<file path="src/accel_integrator_peak_tracker_core_defines.svh">
// Assertion macros shared by the accel integrator peak tracker RTL
`ifndef ACCEL_INTEGRATOR_PEAK_TRACKER_CORE_DEFINES_SVH
`define ACCEL_INTEGRATOR_PEAK_TRACKER_CORE_DEFINES_SVH

// Check that cons holds in the same cycle as ante
`define AIPT_ASSERT_SAME(label, ante, cons) \
	label: assert property (@(posedge clk) disable iff (!arst_n) (ante) |-> (cons)) \
		else $error("aipt assertion failed");

// Check that cons holds in the cycle after ante
`define AIPT_ASSERT_NEXT(label, ante, cons) \
	label: assert property (@(posedge clk) disable iff (!arst_n) (ante) |=> (cons)) \
		else $error("aipt assertion failed");

`endif

</file>
<file path="src/aipt_pkg.sv">
// Types, constants and helper functions of the accel integrator peak tracker
`timescale 1ns / 1ps
package aipt_pkg;

	localparam int ACC_W    = 16;
	localparam int DATA_W   = 32;
	localparam int PEAK_W   = 31;
	localparam int CNT_W    = 17;
	localparam int CFG_W    = 16;
	localparam int CFG_IDX_W = 2;
	localparam int OPA_W    = 33;
	localparam int OPB_W    = 32;
	localparam int PROD_W   = OPA_W + OPB_W;
	localparam int WIDE_W   = PROD_W + 1;

	localparam logic [CFG_IDX_W-1:0] REG_TIME_STEP    = 2'd0;
	localparam logic [CFG_IDX_W-1:0] REG_WINDOW_STEPS = 2'd1;

	localparam logic [CFG_W-1:0] TIME_STEP_RST    = 16'd655;
	localparam logic [CFG_W-1:0] WINDOW_STEPS_RST = 16'd100;

	// 2*pi in Q3.28, rounded to nearest
	localparam logic signed [OPB_W-1:0] TWO_PI_Q28 = 32'sd1686629713;

	localparam int VEL_SHIFT   = 1;
	localparam int DISP_SHIFT  = 17;
	localparam int FORCE_SHIFT = 28;

	typedef enum logic [7:0] {
		ST_IDLE   = 8'b0000_0001,
		ST_MUL_V  = 8'b0000_0010,
		ST_ACC_V  = 8'b0000_0100,
		ST_PREP_D = 8'b0000_1000,
		ST_MUL_D  = 8'b0001_0000,
		ST_ACC_D  = 8'b0010_0000,
		ST_MUL_F  = 8'b0100_0000,
		ST_FIN    = 8'b1000_0000
	} aipt_state_t;

	typedef struct packed {
		logic                    en;
		logic signed [OPA_W-1:0] opa;
		logic signed [OPB_W-1:0] opb;
	} aipt_mul_req_t;

	function automatic logic signed [DATA_W-1:0] sat32(input logic signed [WIDE_W-1:0] x);
		logic hi_ones;
		logic hi_zeros;
		hi_ones  = &x[WIDE_W-1:DATA_W-1];
		hi_zeros = ~|x[WIDE_W-1:DATA_W-1];
		if (hi_ones || hi_zeros) begin
			sat32 = x[DATA_W-1:0];
		end else if (x[WIDE_W-1]) begin
			sat32 = {1'b1, {(DATA_W-1){1'b0}}};
		end else begin
			sat32 = {1'b0, {(DATA_W-1){1'b1}}};
		end
	endfunction

endpackage

</file>
<file path="src/aipt_accel_if.sv">
// Input channel carrying one acceleration sample per beat
`timescale 1ns / 1ps
interface aipt_accel_if;
	import aipt_pkg::*;

	logic                     valid;
	logic                     ready;
	logic signed [ACC_W-1:0]  accel_sample;

	modport source (output valid, output accel_sample, input ready);
	modport sink (input valid, input accel_sample, output ready);
endinterface

</file>
<file path="src/aipt_result_if.sv">
// Output channel carrying one integration result per beat
`timescale 1ns / 1ps
interface aipt_result_if;
	import aipt_pkg::*;

	logic                     valid;
	logic                     ready;
	logic signed [DATA_W-1:0] velocity_out;
	logic signed [DATA_W-1:0] displacement_out;
	logic [PEAK_W-1:0]        peak_out;
	logic                     window_done;
	logic signed [DATA_W-1:0] damping_force;

	modport source (output valid, output velocity_out, output displacement_out,
		output peak_out, output window_done, output damping_force, input ready);
	modport sink (input valid, input velocity_out, input displacement_out,
		input peak_out, input window_done, input damping_force, output ready);
endinterface

</file>
<file path="src/aipt_mul_unit.sv">
// Shared signed multiplier with a registered product
`timescale 1ns / 1ps
module aipt_mul_unit
	import aipt_pkg::*;
(
	input  logic                     clk,
	input  aipt_mul_req_t            req,
	output logic signed [PROD_W-1:0] prod
);

	logic signed [PROD_W-1:0] prod_s1;

	always_ff @(posedge clk) begin
		if (req.en) begin
			prod_s1 <= PROD_W'(req.opa) * PROD_W'(req.opb);
		end
	end

	assign prod = prod_s1;

endmodule

</file>
<file path="src/accel_integrator_peak_tracker_core.sv">
// Top level of the accel integrator peak tracker: sequencer, accumulators, output register
//
// Usage:
//   in_ch carries one signed Q8.8 acceleration sample per beat. out_ch returns one
//   result per sample: velocity, displacement, peak displacement, a window-done flag
//   and the damping force, all Q8.24 but the flag and the unsigned Q7.24 peak.
//   cfg_we/cfg_index/cfg_wdata write time_step (index 0) and window_steps (index 1);
//   other indexes are ignored. Write them only while no sample is in flight.
// Timing:
//   A sample runs through three multiplies on one shared 33x32 multiplier, the first
//   two each followed by an accumulate step. The sequencer walks MUL_V, ACC_V, PREP_D,
//   MUL_D, ACC_D, MUL_F and FIN; the result is registered on leaving FIN and in_ch.ready
//   returns high in the same cycle, so the block takes no new sample until the last
//   one has left FIN.
// Reset:
//   arst_n clears the accumulators, peak, step count and out_ch.valid, returns the
//   sequencer to idle, and loads time_step = 655 and window_steps = 100.
// Backpressure:
//   The output register holds a result until out_ch.ready. A new sample is taken
//   meanwhile; its result waits in the final step until the register frees.
`timescale 1ns / 1ps
`include "accel_integrator_peak_tracker_core_defines.svh"
module accel_integrator_peak_tracker_core
	import aipt_pkg::*;
(
	input  logic                  clk,
	input  logic                  arst_n,
	input  logic                  cfg_we,
	input  logic [CFG_IDX_W-1:0]  cfg_index,
	input  logic [CFG_W-1:0]      cfg_wdata,
	aipt_accel_if.sink            in_ch,
	aipt_result_if.source         out_ch
);

	aipt_state_t              state_q;
	logic [CFG_W-1:0]         time_step_q;
	logic [CFG_W-1:0]         window_steps_q;

	logic signed [ACC_W-1:0]  prev_accel_q;
	logic signed [DATA_W-1:0] vel_q;
	logic signed [DATA_W-1:0] vold_q;
	logic signed [DATA_W-1:0] disp_q;
	logic [PEAK_W-1:0]        peak_q;
	logic [CNT_W-1:0]         step_count_q;
	logic signed [OPA_W-1:0]  opa_q;
	logic signed [OPB_W-1:0]  opb_q;

	logic                     out_valid_q;
	logic signed [DATA_W-1:0] out_vel_q;
	logic signed [DATA_W-1:0] out_disp_q;
	logic [PEAK_W-1:0]        out_peak_q;
	logic                     out_done_q;
	logic signed [DATA_W-1:0] out_force_q;

	aipt_mul_req_t            mul_req;
	logic signed [PROD_W-1:0] prod;

	logic                     in_beat;
	logic                     fin_go;
	logic                     win_done;
	logic signed [WIDE_W-1:0] vel_sum;
	logic signed [WIDE_W-1:0] disp_sum;
	logic signed [WIDE_W-1:0] force_neg;
	logic signed [WIDE_W-1:0] force_w;

	assign in_ch.ready = (state_q == ST_IDLE);
	assign in_beat     = in_ch.valid && in_ch.ready;
	assign fin_go      = (state_q == ST_FIN) && (!out_valid_q || out_ch.ready);
	assign win_done    = step_count_q > CNT_W'(window_steps_q);

	assign vel_sum   = WIDE_W'(vel_q) + WIDE_W'(prod >>> VEL_SHIFT);
	assign disp_sum  = WIDE_W'(disp_q) + WIDE_W'(prod >>> DISP_SHIFT);
	assign force_neg = -WIDE_W'(prod);
	assign force_w   = force_neg >>> FORCE_SHIFT;

	assign mul_req.en  = (state_q == ST_MUL_V) || (state_q == ST_MUL_D)
		|| (state_q == ST_MUL_F);
	assign mul_req.opa = opa_q;
	assign mul_req.opb = opb_q;

	aipt_mul_unit u_mul (
		.clk  (clk),
		.req  (mul_req),
		.prod (prod)
	);

	always_ff @(posedge clk or negedge arst_n) begin
		if (!arst_n) begin
			time_step_q    <= TIME_STEP_RST;
			window_steps_q <= WINDOW_STEPS_RST;
		end else if (cfg_we) begin
			case (cfg_index)
				REG_TIME_STEP:    time_step_q    <= cfg_wdata;
				REG_WINDOW_STEPS: window_steps_q <= cfg_wdata;
				default: ;
			endcase
		end
	end

	always_ff @(posedge clk or negedge arst_n) begin
		if (!arst_n) begin
			state_q      <= ST_IDLE;
			prev_accel_q <= '0;
			vel_q        <= '0;
			disp_q       <= '0;
			peak_q       <= '0;
			step_count_q <= '0;
		end else begin
			case (state_q)
				ST_IDLE: begin
					if (in_beat) begin
						prev_accel_q <= in_ch.accel_sample;
						state_q      <= ST_MUL_V;
					end
				end
				ST_MUL_V:  state_q <= ST_ACC_V;
				ST_ACC_V: begin
					vel_q   <= sat32(vel_sum);
					state_q <= ST_PREP_D;
				end
				ST_PREP_D: state_q <= ST_MUL_D;
				ST_MUL_D:  state_q <= ST_ACC_D;
				ST_ACC_D: begin
					disp_q  <= sat32(disp_sum);
					state_q <= ST_MUL_F;
				end
				ST_MUL_F: begin
					if (disp_q > $signed({1'b0, peak_q})) begin
						peak_q <= disp_q[PEAK_W-1:0];
					end
					state_q <= ST_FIN;
				end
				ST_FIN: begin
					if (fin_go) begin
						if (win_done) begin
							step_count_q <= '0;
							peak_q       <= '0;
						end else begin
							step_count_q <= step_count_q + CNT_W'(1);
						end
						state_q <= ST_IDLE;
					end
				end
				default: state_q <= ST_IDLE;
			endcase
		end
	end

	// Operand staging for the shared multiplier
	always_ff @(posedge clk) begin
		case (state_q)
			ST_IDLE: begin
				opa_q  <= OPA_W'(in_ch.accel_sample) + OPA_W'(prev_accel_q);
				opb_q  <= OPB_W'({1'b0, time_step_q});
				vold_q <= vel_q;
			end
			ST_PREP_D: begin
				opa_q <= OPA_W'(vel_q) + OPA_W'(vold_q);
				opb_q <= OPB_W'({1'b0, time_step_q});
			end
			ST_ACC_D: begin
				opa_q <= OPA_W'(vel_q);
				opb_q <= TWO_PI_Q28;
			end
			default: ;
		endcase
	end

	always_ff @(posedge clk or negedge arst_n) begin
		if (!arst_n) begin
			out_valid_q <= 1'b0;
		end else if (fin_go) begin
			out_valid_q <= 1'b1;
		end else if (out_ch.ready) begin
			out_valid_q <= 1'b0;
		end
	end

	always_ff @(posedge clk) begin
		if (fin_go) begin
			out_vel_q   <= vel_q;
			out_disp_q  <= disp_q;
			out_peak_q  <= peak_q;
			out_done_q  <= win_done;
			out_force_q <= sat32(force_w);
		end
	end

	assign out_ch.valid            = out_valid_q;
	assign out_ch.velocity_out     = out_vel_q;
	assign out_ch.displacement_out = out_disp_q;
	assign out_ch.peak_out         = out_peak_q;
	assign out_ch.window_done      = out_done_q;
	assign out_ch.damping_force    = out_force_q;

	`AIPT_ASSERT_SAME(a_state_onehot, 1'b1, $onehot(state_q))
	`AIPT_ASSERT_NEXT(a_beat_starts_mul, in_beat, state_q == ST_MUL_V)
	`AIPT_ASSERT_NEXT(a_fin_loads_out, fin_go, out_valid_q && state_q == ST_IDLE)
	`AIPT_ASSERT_NEXT(a_window_clears, fin_go && win_done, peak_q == '0 && step_count_q == '0)

endmodule
</file>
<file path="src/flat_wrapper.sv">
// flat-port wrapper written by rule: the top's interface ports become plain ports
module accel_integrator_peak_tracker_core_flat import aipt_pkg::*;
  (clk, arst_n, cfg_we, cfg_index, cfg_wdata, in_ch_valid, in_ch_accel_sample, in_ch_ready, out_ch_valid, out_ch_velocity_out, out_ch_displacement_out, out_ch_peak_out, out_ch_window_done, out_ch_damping_force, out_ch_ready);
  aipt_accel_if in_ch_i ();
  aipt_result_if out_ch_i ();
  input  logic clk;
  input  logic arst_n;
  input  logic cfg_we;
  input  logic [CFG_IDX_W-1:0] cfg_index;
  input  logic [CFG_W-1:0] cfg_wdata;
  input wire logic [$bits(in_ch_i.valid)-1:0] in_ch_valid;
  input wire logic [$bits(in_ch_i.accel_sample)-1:0] in_ch_accel_sample;
  output wire logic [$bits(in_ch_i.ready)-1:0] in_ch_ready;
  output wire logic [$bits(out_ch_i.valid)-1:0] out_ch_valid;
  output wire logic [$bits(out_ch_i.velocity_out)-1:0] out_ch_velocity_out;
  output wire logic [$bits(out_ch_i.displacement_out)-1:0] out_ch_displacement_out;
  output wire logic [$bits(out_ch_i.peak_out)-1:0] out_ch_peak_out;
  output wire logic [$bits(out_ch_i.window_done)-1:0] out_ch_window_done;
  output wire logic [$bits(out_ch_i.damping_force)-1:0] out_ch_damping_force;
  input wire logic [$bits(out_ch_i.ready)-1:0] out_ch_ready;
  assign in_ch_i.valid = in_ch_valid;
  assign in_ch_i.accel_sample = in_ch_accel_sample;
  assign in_ch_ready = in_ch_i.ready;
  assign out_ch_valid = out_ch_i.valid;
  assign out_ch_velocity_out = out_ch_i.velocity_out;
  assign out_ch_displacement_out = out_ch_i.displacement_out;
  assign out_ch_peak_out = out_ch_i.peak_out;
  assign out_ch_window_done = out_ch_i.window_done;
  assign out_ch_damping_force = out_ch_i.damping_force;
  assign out_ch_i.ready = out_ch_ready;
  accel_integrator_peak_tracker_core u_core (.clk(clk), .arst_n(arst_n), .cfg_we(cfg_we), .cfg_index(cfg_index), .cfg_wdata(cfg_wdata), .in_ch(in_ch_i), .out_ch(out_ch_i));
endmodule
</file>
<file path="config.mk">
export PLATFORM = sky130hd
export DESIGN_NAME = accel_integrator_peak_tracker_core_flat
export DESIGN_NICKNAME = d
export VERILOG_FILES = /design/src/aipt_pkg.sv /design/src/aipt_accel_if.sv /design/src/aipt_result_if.sv /design/src/aipt_mul_unit.sv /design/src/accel_integrator_peak_tracker_core.sv /design/src/flat_wrapper.sv
export VERILOG_INCLUDE_DIRS = /design/src /design/src/src
export SDC_FILE = /design/constraint.sdc
export NUM_CORES = 2
export LEC_CHECK = 0
export BUFFER_PORTS_ARGS = -buffer_cell sky130_fd_sc_hd__buf_4
export CAP_MARGIN = 10
export CORE_MARGIN = 1.5
export CORE_UTILIZATION = 50
export CTS_BUF_LIST = sky130_fd_sc_hd__clkbuf_8
export CTS_CLUSTER_SIZE = 40
export DETAILED_ROUTE_END_ITERATION = 8
export PLACE_DENSITY = 0.74
export REMOVE_ABC_BUFFERS = 1
export SYNTH_ARGS = -nofsm -noshare
export SYNTH_HDL_FRONTEND = slang
export SYNTH_SLANG_ARGS = --single-unit
</file>
<file path="constraint.sdc">
create_clock -name clk -period 11.5 [get_ports clk]
set_input_delay 1.15 -clock clk [delete_from_list [all_inputs] [get_ports clk]]
set_output_delay 1.15 -clock clk [all_outputs]
set_load 0.005 [all_outputs]
</file>
# Yosys cells after proc, flatten, opt, wreduce, memory -nomap -nowiden
# Cells that the tools add are included.
# totals
register_bits	459
inputBits	39
out_inout_bits	130
elab_cells	88
# op_classes
add_sub_neg	6
mul	1
magnitude_cmp	2
n_eq_ne	13
muxes	18
n_reduce_logical	30
# ops
operator	count
2-to-1 mux 32 bit	6
case mux 33 bit (3 select lines)	1
2-to-1 mux 31 bit	3
AND reduction 35 bit	2
OR reduction 35 bit	2
negator 65 -> 66 bit	1
adder 32 x 64 -> 65 bit	1
multiplier 33 x 32 -> 65 bit	1
case mux 32 bit (2 select lines)	1
case mux 8 bit (8 select lines)	1
case mux 31 bit (2 select lines)	1
adder 32 x 48 -> 49 bit	1
adder 32 x 32 -> 33 bit	1
> comparator 32 bit	1
adder 16 x 16 -> 17 bit	1
adder 17 x 1 -> 17 bit (second input constant)	1
> comparator 17 x 16 -> 1 bit	1
2-to-1 mux 17 bit	1
2-to-1 mux 8 bit	2
AND reduction 2 bit	5
equality test 8 x 1 -> 1 bit (second input constant)	1
equality test 8 x 2 -> 1 bit (second input constant)	1
equality test 8 x 3 -> 1 bit (second input constant)	1
equality test 8 x 4 -> 1 bit (second input constant)	1
18 further kinds	32

# Logic depth before layout (Yosys ltp)
# logic_depth
depth_word	5
depth_mapped	31
mapped_depth_nobuf	29

# Modules after synthesis
# A second synthesis with hierarchy kept.
# hier_totals
cells_unflattened	6621
area_unflattened_um2	64644.5
# modules_own_cells
mod	n_inst	cells_each	area_per_inst_um2	seq_area_each_um2
aipt_mul_unit	1	4050	39136.3	1951.9
accel_integrator_peak_tracker_core	1	2571	25508.2	10547.6

# Worst setup path before layout
# No wires, ideal clock.
# synth_path
path_kind	flip-flop to flip-flop
from	register u_core.opa_q[11]
to	register u_core.u_mul.prod_s1[43], in the netlist u_core.u_mul.prod[43] (data pin)
setup_time_ps	258
arrival_ps	7773
t_required_ps	11242
slack_ps	3470
path_stages_with_launch	29
n_path_buf	2
synth_period_minus_slack_ps	8030
path_cell_list	edfxtp_1 clkbuf_1 clkbuf_1 and2_1 fa_1 fa_1 fa_1 inv_1 fa_1 inv_1 fa_1 inv_1 fa_1 inv_1 fa_1 fa_1 ha_1 and4_1 and4_1 and4_1 a211oi_1 o21bai_1 nor3_1 o221ai_1 o41a_1 a31oi_1 o21bai_1 a21oi_1 xnor2_1
# synth_between
elab_chain_len	1
# synth_rtl
item	line	source
start, declared	accel_integrator_peak_tracker_core.sv:45	logic signed [OPA_W-1:0] opa_q;
start signal, assigned	accel_integrator_peak_tracker_core.sv:153	opa_q <= OPA_W'(in_ch.accel_sample) + OPA_W'(prev_accel_q);
start signal, assigned	accel_integrator_peak_tracker_core.sv:158	opa_q <= OPA_W'(vel_q) + OPA_W'(vold_q);
start signal, assigned	accel_integrator_peak_tracker_core.sv:162	opa_q <= OPA_W'(vel_q);
multiplier 33 x 32 -> 65 bit	aipt_mul_unit.sv:15	prod_s1 <= PROD_W'(req.opa) * PROD_W'(req.opb);
end signal, assigned	aipt_mul_unit.sv:15	
end, declared	aipt_mul_unit.sv:11	logic signed [PROD_W-1:0] prod_s1;
# No other way between the ends.
# A chain may end at the register's enable or synchronous reset.

# Worst setup path after layout
# layout_path
from	register u_core.opa_q[8]
to	register u_core.u_mul.prod_s1[43], in the netlist u_core.u_mul.prod[43] (data pin)
# Same word-level chain as after synthesis.

==> metrics <==
DR pass1 iterations 5; dominant synthesized flop cell edfxtp_1; register-to-register setup slack about 2.2 ns; Worst-Margin Slew 1.17 ns; most common cell in the netlist inv_1; pre-CTS setup slack ~2.4 ns; fraction of layout cells with a size suffix above 1 around 7.2%; die height ~330 um; Clk pin slew, worst setup/hold paths approximately 0.07 ns; # rows about 120; register area approximately 12,000 sq um; startpoint types flop; synth unique cells approximately 90; DRC 0; Max-cap violations 0; Reg2Reg Depth 27; fin area roughly 59,000 sq um; final setup violation count 0; area of the multi-input gates 38,000 sq um; TritonCTS Buffers 75; CTS tree done; core area 109,000 sq um; setup ws final around 2.2 ns; Max H-tree Level 3; fin crit period 9.28 ns; Syn Inst Count 5,636; FFs w/ async S/R, synth approximately two fifths; global-route wire length before repair between 200 and 250 mm; DIE AREA 111,000 sq um; port bufs roughly 170; Starting Density about 50%; Resize count post-CTS 0; RSZ-0062 raised after global routing false; CP required 11.91 ns; Mean Syn Cell Area roughly 9.7 sq um; number of global-route vias before repair ~42k; fin crit share 80.7%; clk_lat worst skew 0.73 ns; Post-synth top cells inv_1 (847), fa_1 (735), nand2_1 (490), ha_1 (435), and2_1 (404); Routed Wire Length 147 mm; fin. max-slew vios 0; register area share after synthesis between 20% and 30%; GP Congestion 0.972; FILL cells around 9.4k; Yosys reg bits between 400 and 500; leading area contributor after synthesis fa_1; Hold/Removal Path Class primary input to async pin; CP Max Fanout 30; initial antenna violation count 6; CP Launch Point u_core.opa_q[8]; R2R Path End u_core.u_mul.prod[43]; Clock Sinks around 440; warnings from Yosys 0; hold_buf cts 0; via count approximately 41k; crit path DAT 9.69 ns; top-area cell type share of the netlist area about 27%; Final Non-Filler Cells about 7.1k; DRT antenna net count 0; Clock Skews approximately 0.075 ns; Layout area overhead 7.27%; Clock Tree Buf Depth 3; worst r2r src u_core.opa_q[8]; crit path kind flop to flop; placed cell areas ~57,000 sq um; top cells by area, synth fa_1 (27%), edfxtp_1 (15%), ha_1 (10%), dfrtp_1 (7.3%), inv_1 (5.8%); CTS Root Cell clkbuf_8; grt total ovfl 0; IO Count about 170; FMAX ~110 MHz; Final Hold Fails 0; Setup TNS Final 0 ns; status complete, no violations; placed insts roughly 7k; EDFF count, synth approximately 280; Slew headroom 21.8%; largest net degree at the start of global routing between 80 and 90; Setup Buffers After CTS 0; Worst Setup End Kind flop; DRT iter0 DRCs 3,478; DP HPWL ~120 mm; GRT Total Usage between 20% and 30%; fin nets between 6k and 7k; DR WL/cell roughly 21 um; die width 334 um; number of vias per cell about 5.8; Post-Syn Area between 50,000 and 60,000 sq um
==> layout make-up <==
type,instances,area share (%)
clock inverter,61,0.860
multi-input combinational,4090,64.8
inverter,851,5.46
timing repair buffer,210,2.71
sequential,444,21.3
clock buffer,77,1.81
antenna,1,0.00427
tap,1414,3.02
==> sequential cells by signal (all words and copies together) (netlist names), 8 cells and up <==
| signal | cells |
|---|---|
| u_core.vold_q | 32 |
| u_core.disp_q | 32 |
| u_core.step_count_q | 17 |
| u_core.vel_q | 32 |
| u_core.opb_q | 17 |
| u_core.prev_accel_q | 16 |
| u_core.peak_q | 31 |
| u_core.out_ch.displacement_out | 32 |
| u_core.state_q | 8 |
| u_core.time_step_q | 16 |
| u_core.window_steps_q | 16 |
| u_core.out_ch.peak_out | 31 |
| u_core.opa_q | 33 |
| u_core.out_ch.damping_force | 32 |
| u_core.u_mul.prod | 65 |
| u_core.out_ch.velocity_out | 32 |
==> worst max-delay path by stage <==
stage | endpoint | slack (ns)
floorplan | u_core.u_mul.prod[64] | 3.16
global placement | u_core.u_mul.prod[64] | 2.34
detailed placement | u_core.u_mul.prod[43] | 2.37
CTS | u_core.u_mul.prod[43] | 2.32
global route | u_core.u_mul.prod[43] | 1.84
finish | u_core.u_mul.prod[43] | 2.22
==> metal layers <==
| metal | global-route usage (%) | vias to the layer above | routed length (um) |
|---|---|---|---|
| li1 | - | 18800 | - |
| met2 | 42.6 | 1642 | 67000 |
| met4 | 8.00 | 0 | 4260 |
| met3 | 3.97 | 243 | 11600 |
| met5 | 0 | - | 0 |
| met1 | 37.4 | 20700 | 64000 |
==> placed cells by master (no fill, tap or decap), types with 176 or more instances in the layout <==
master / n
and2_1: 404
o21ai_0: 220
edfxtp_1: 275
ha_1: 435
a21oi_1: 274
buf_4: 207
nand2_1: 490
inv_1: 862
fa_1: 735
nor2_1: 199
xnor2_1: 176
==> logic make-up (layout without fill, tap and decap cells) <==
| logic type | Yosys count | in the layout | synth area share, % |
|---|---|---|---|
| muxes | 43 | 43 | 0.867 |
| other | 0 | 1 | 0 |
| AOI/OAI and AO/OA | 1047 | 1047 | 12.6 |
| buffers and inverters | 1102 | 1199 | 7.67 |
| and+or+nand+nor | 1545 | 1545 | 14.6 |
| xor gates and xnor gates | 285 | 285 | 4.57 |
| DFF | 444 | 444 | 22.9 |
| adders and majority gates | 1170 | 1170 | 36.9 |
==> through the flow <==
step	util, %	hold slack, ns
3_5_place_dp	52.5	0.466
4_1_cts	53.9	0.444
2_1_floorplan	-	0.447
3_3_place_gp	52.5	0.461
5_1_grt	53.9	0.490
6_report	53.9	0.468
==> worst max-delay path: stages, from the launching register on <==
cell	delay, ns
edfxtp_1	1.12
nand2_1	0.19
fa_1	0.44
inv_1	0.08
fa_1	0.43
fa_1	0.52
inv_1	0.06
fa_1	0.47
inv_1	0.06
fa_1	0.50
inv_1	0.06
fa_1	0.53
inv_1	0.05
fa_1	0.50
fa_1	0.41
ha_1	0.36
and4_1	0.26
and4_1	0.21
and4_1	0.19
a211oi_1	0.52
o21bai_1	0.18
nor3_1	0.45
o221ai_1	0.28
o41a_1	0.40
a31oi_1	0.28
o21bai_1	0.11
a21oi_1	0.17
xnor2_1	0.08
Power is left out: the tool's default activity adds up to more than one toggle a clock period on the data nets, which glitch-free logic cannot reach.
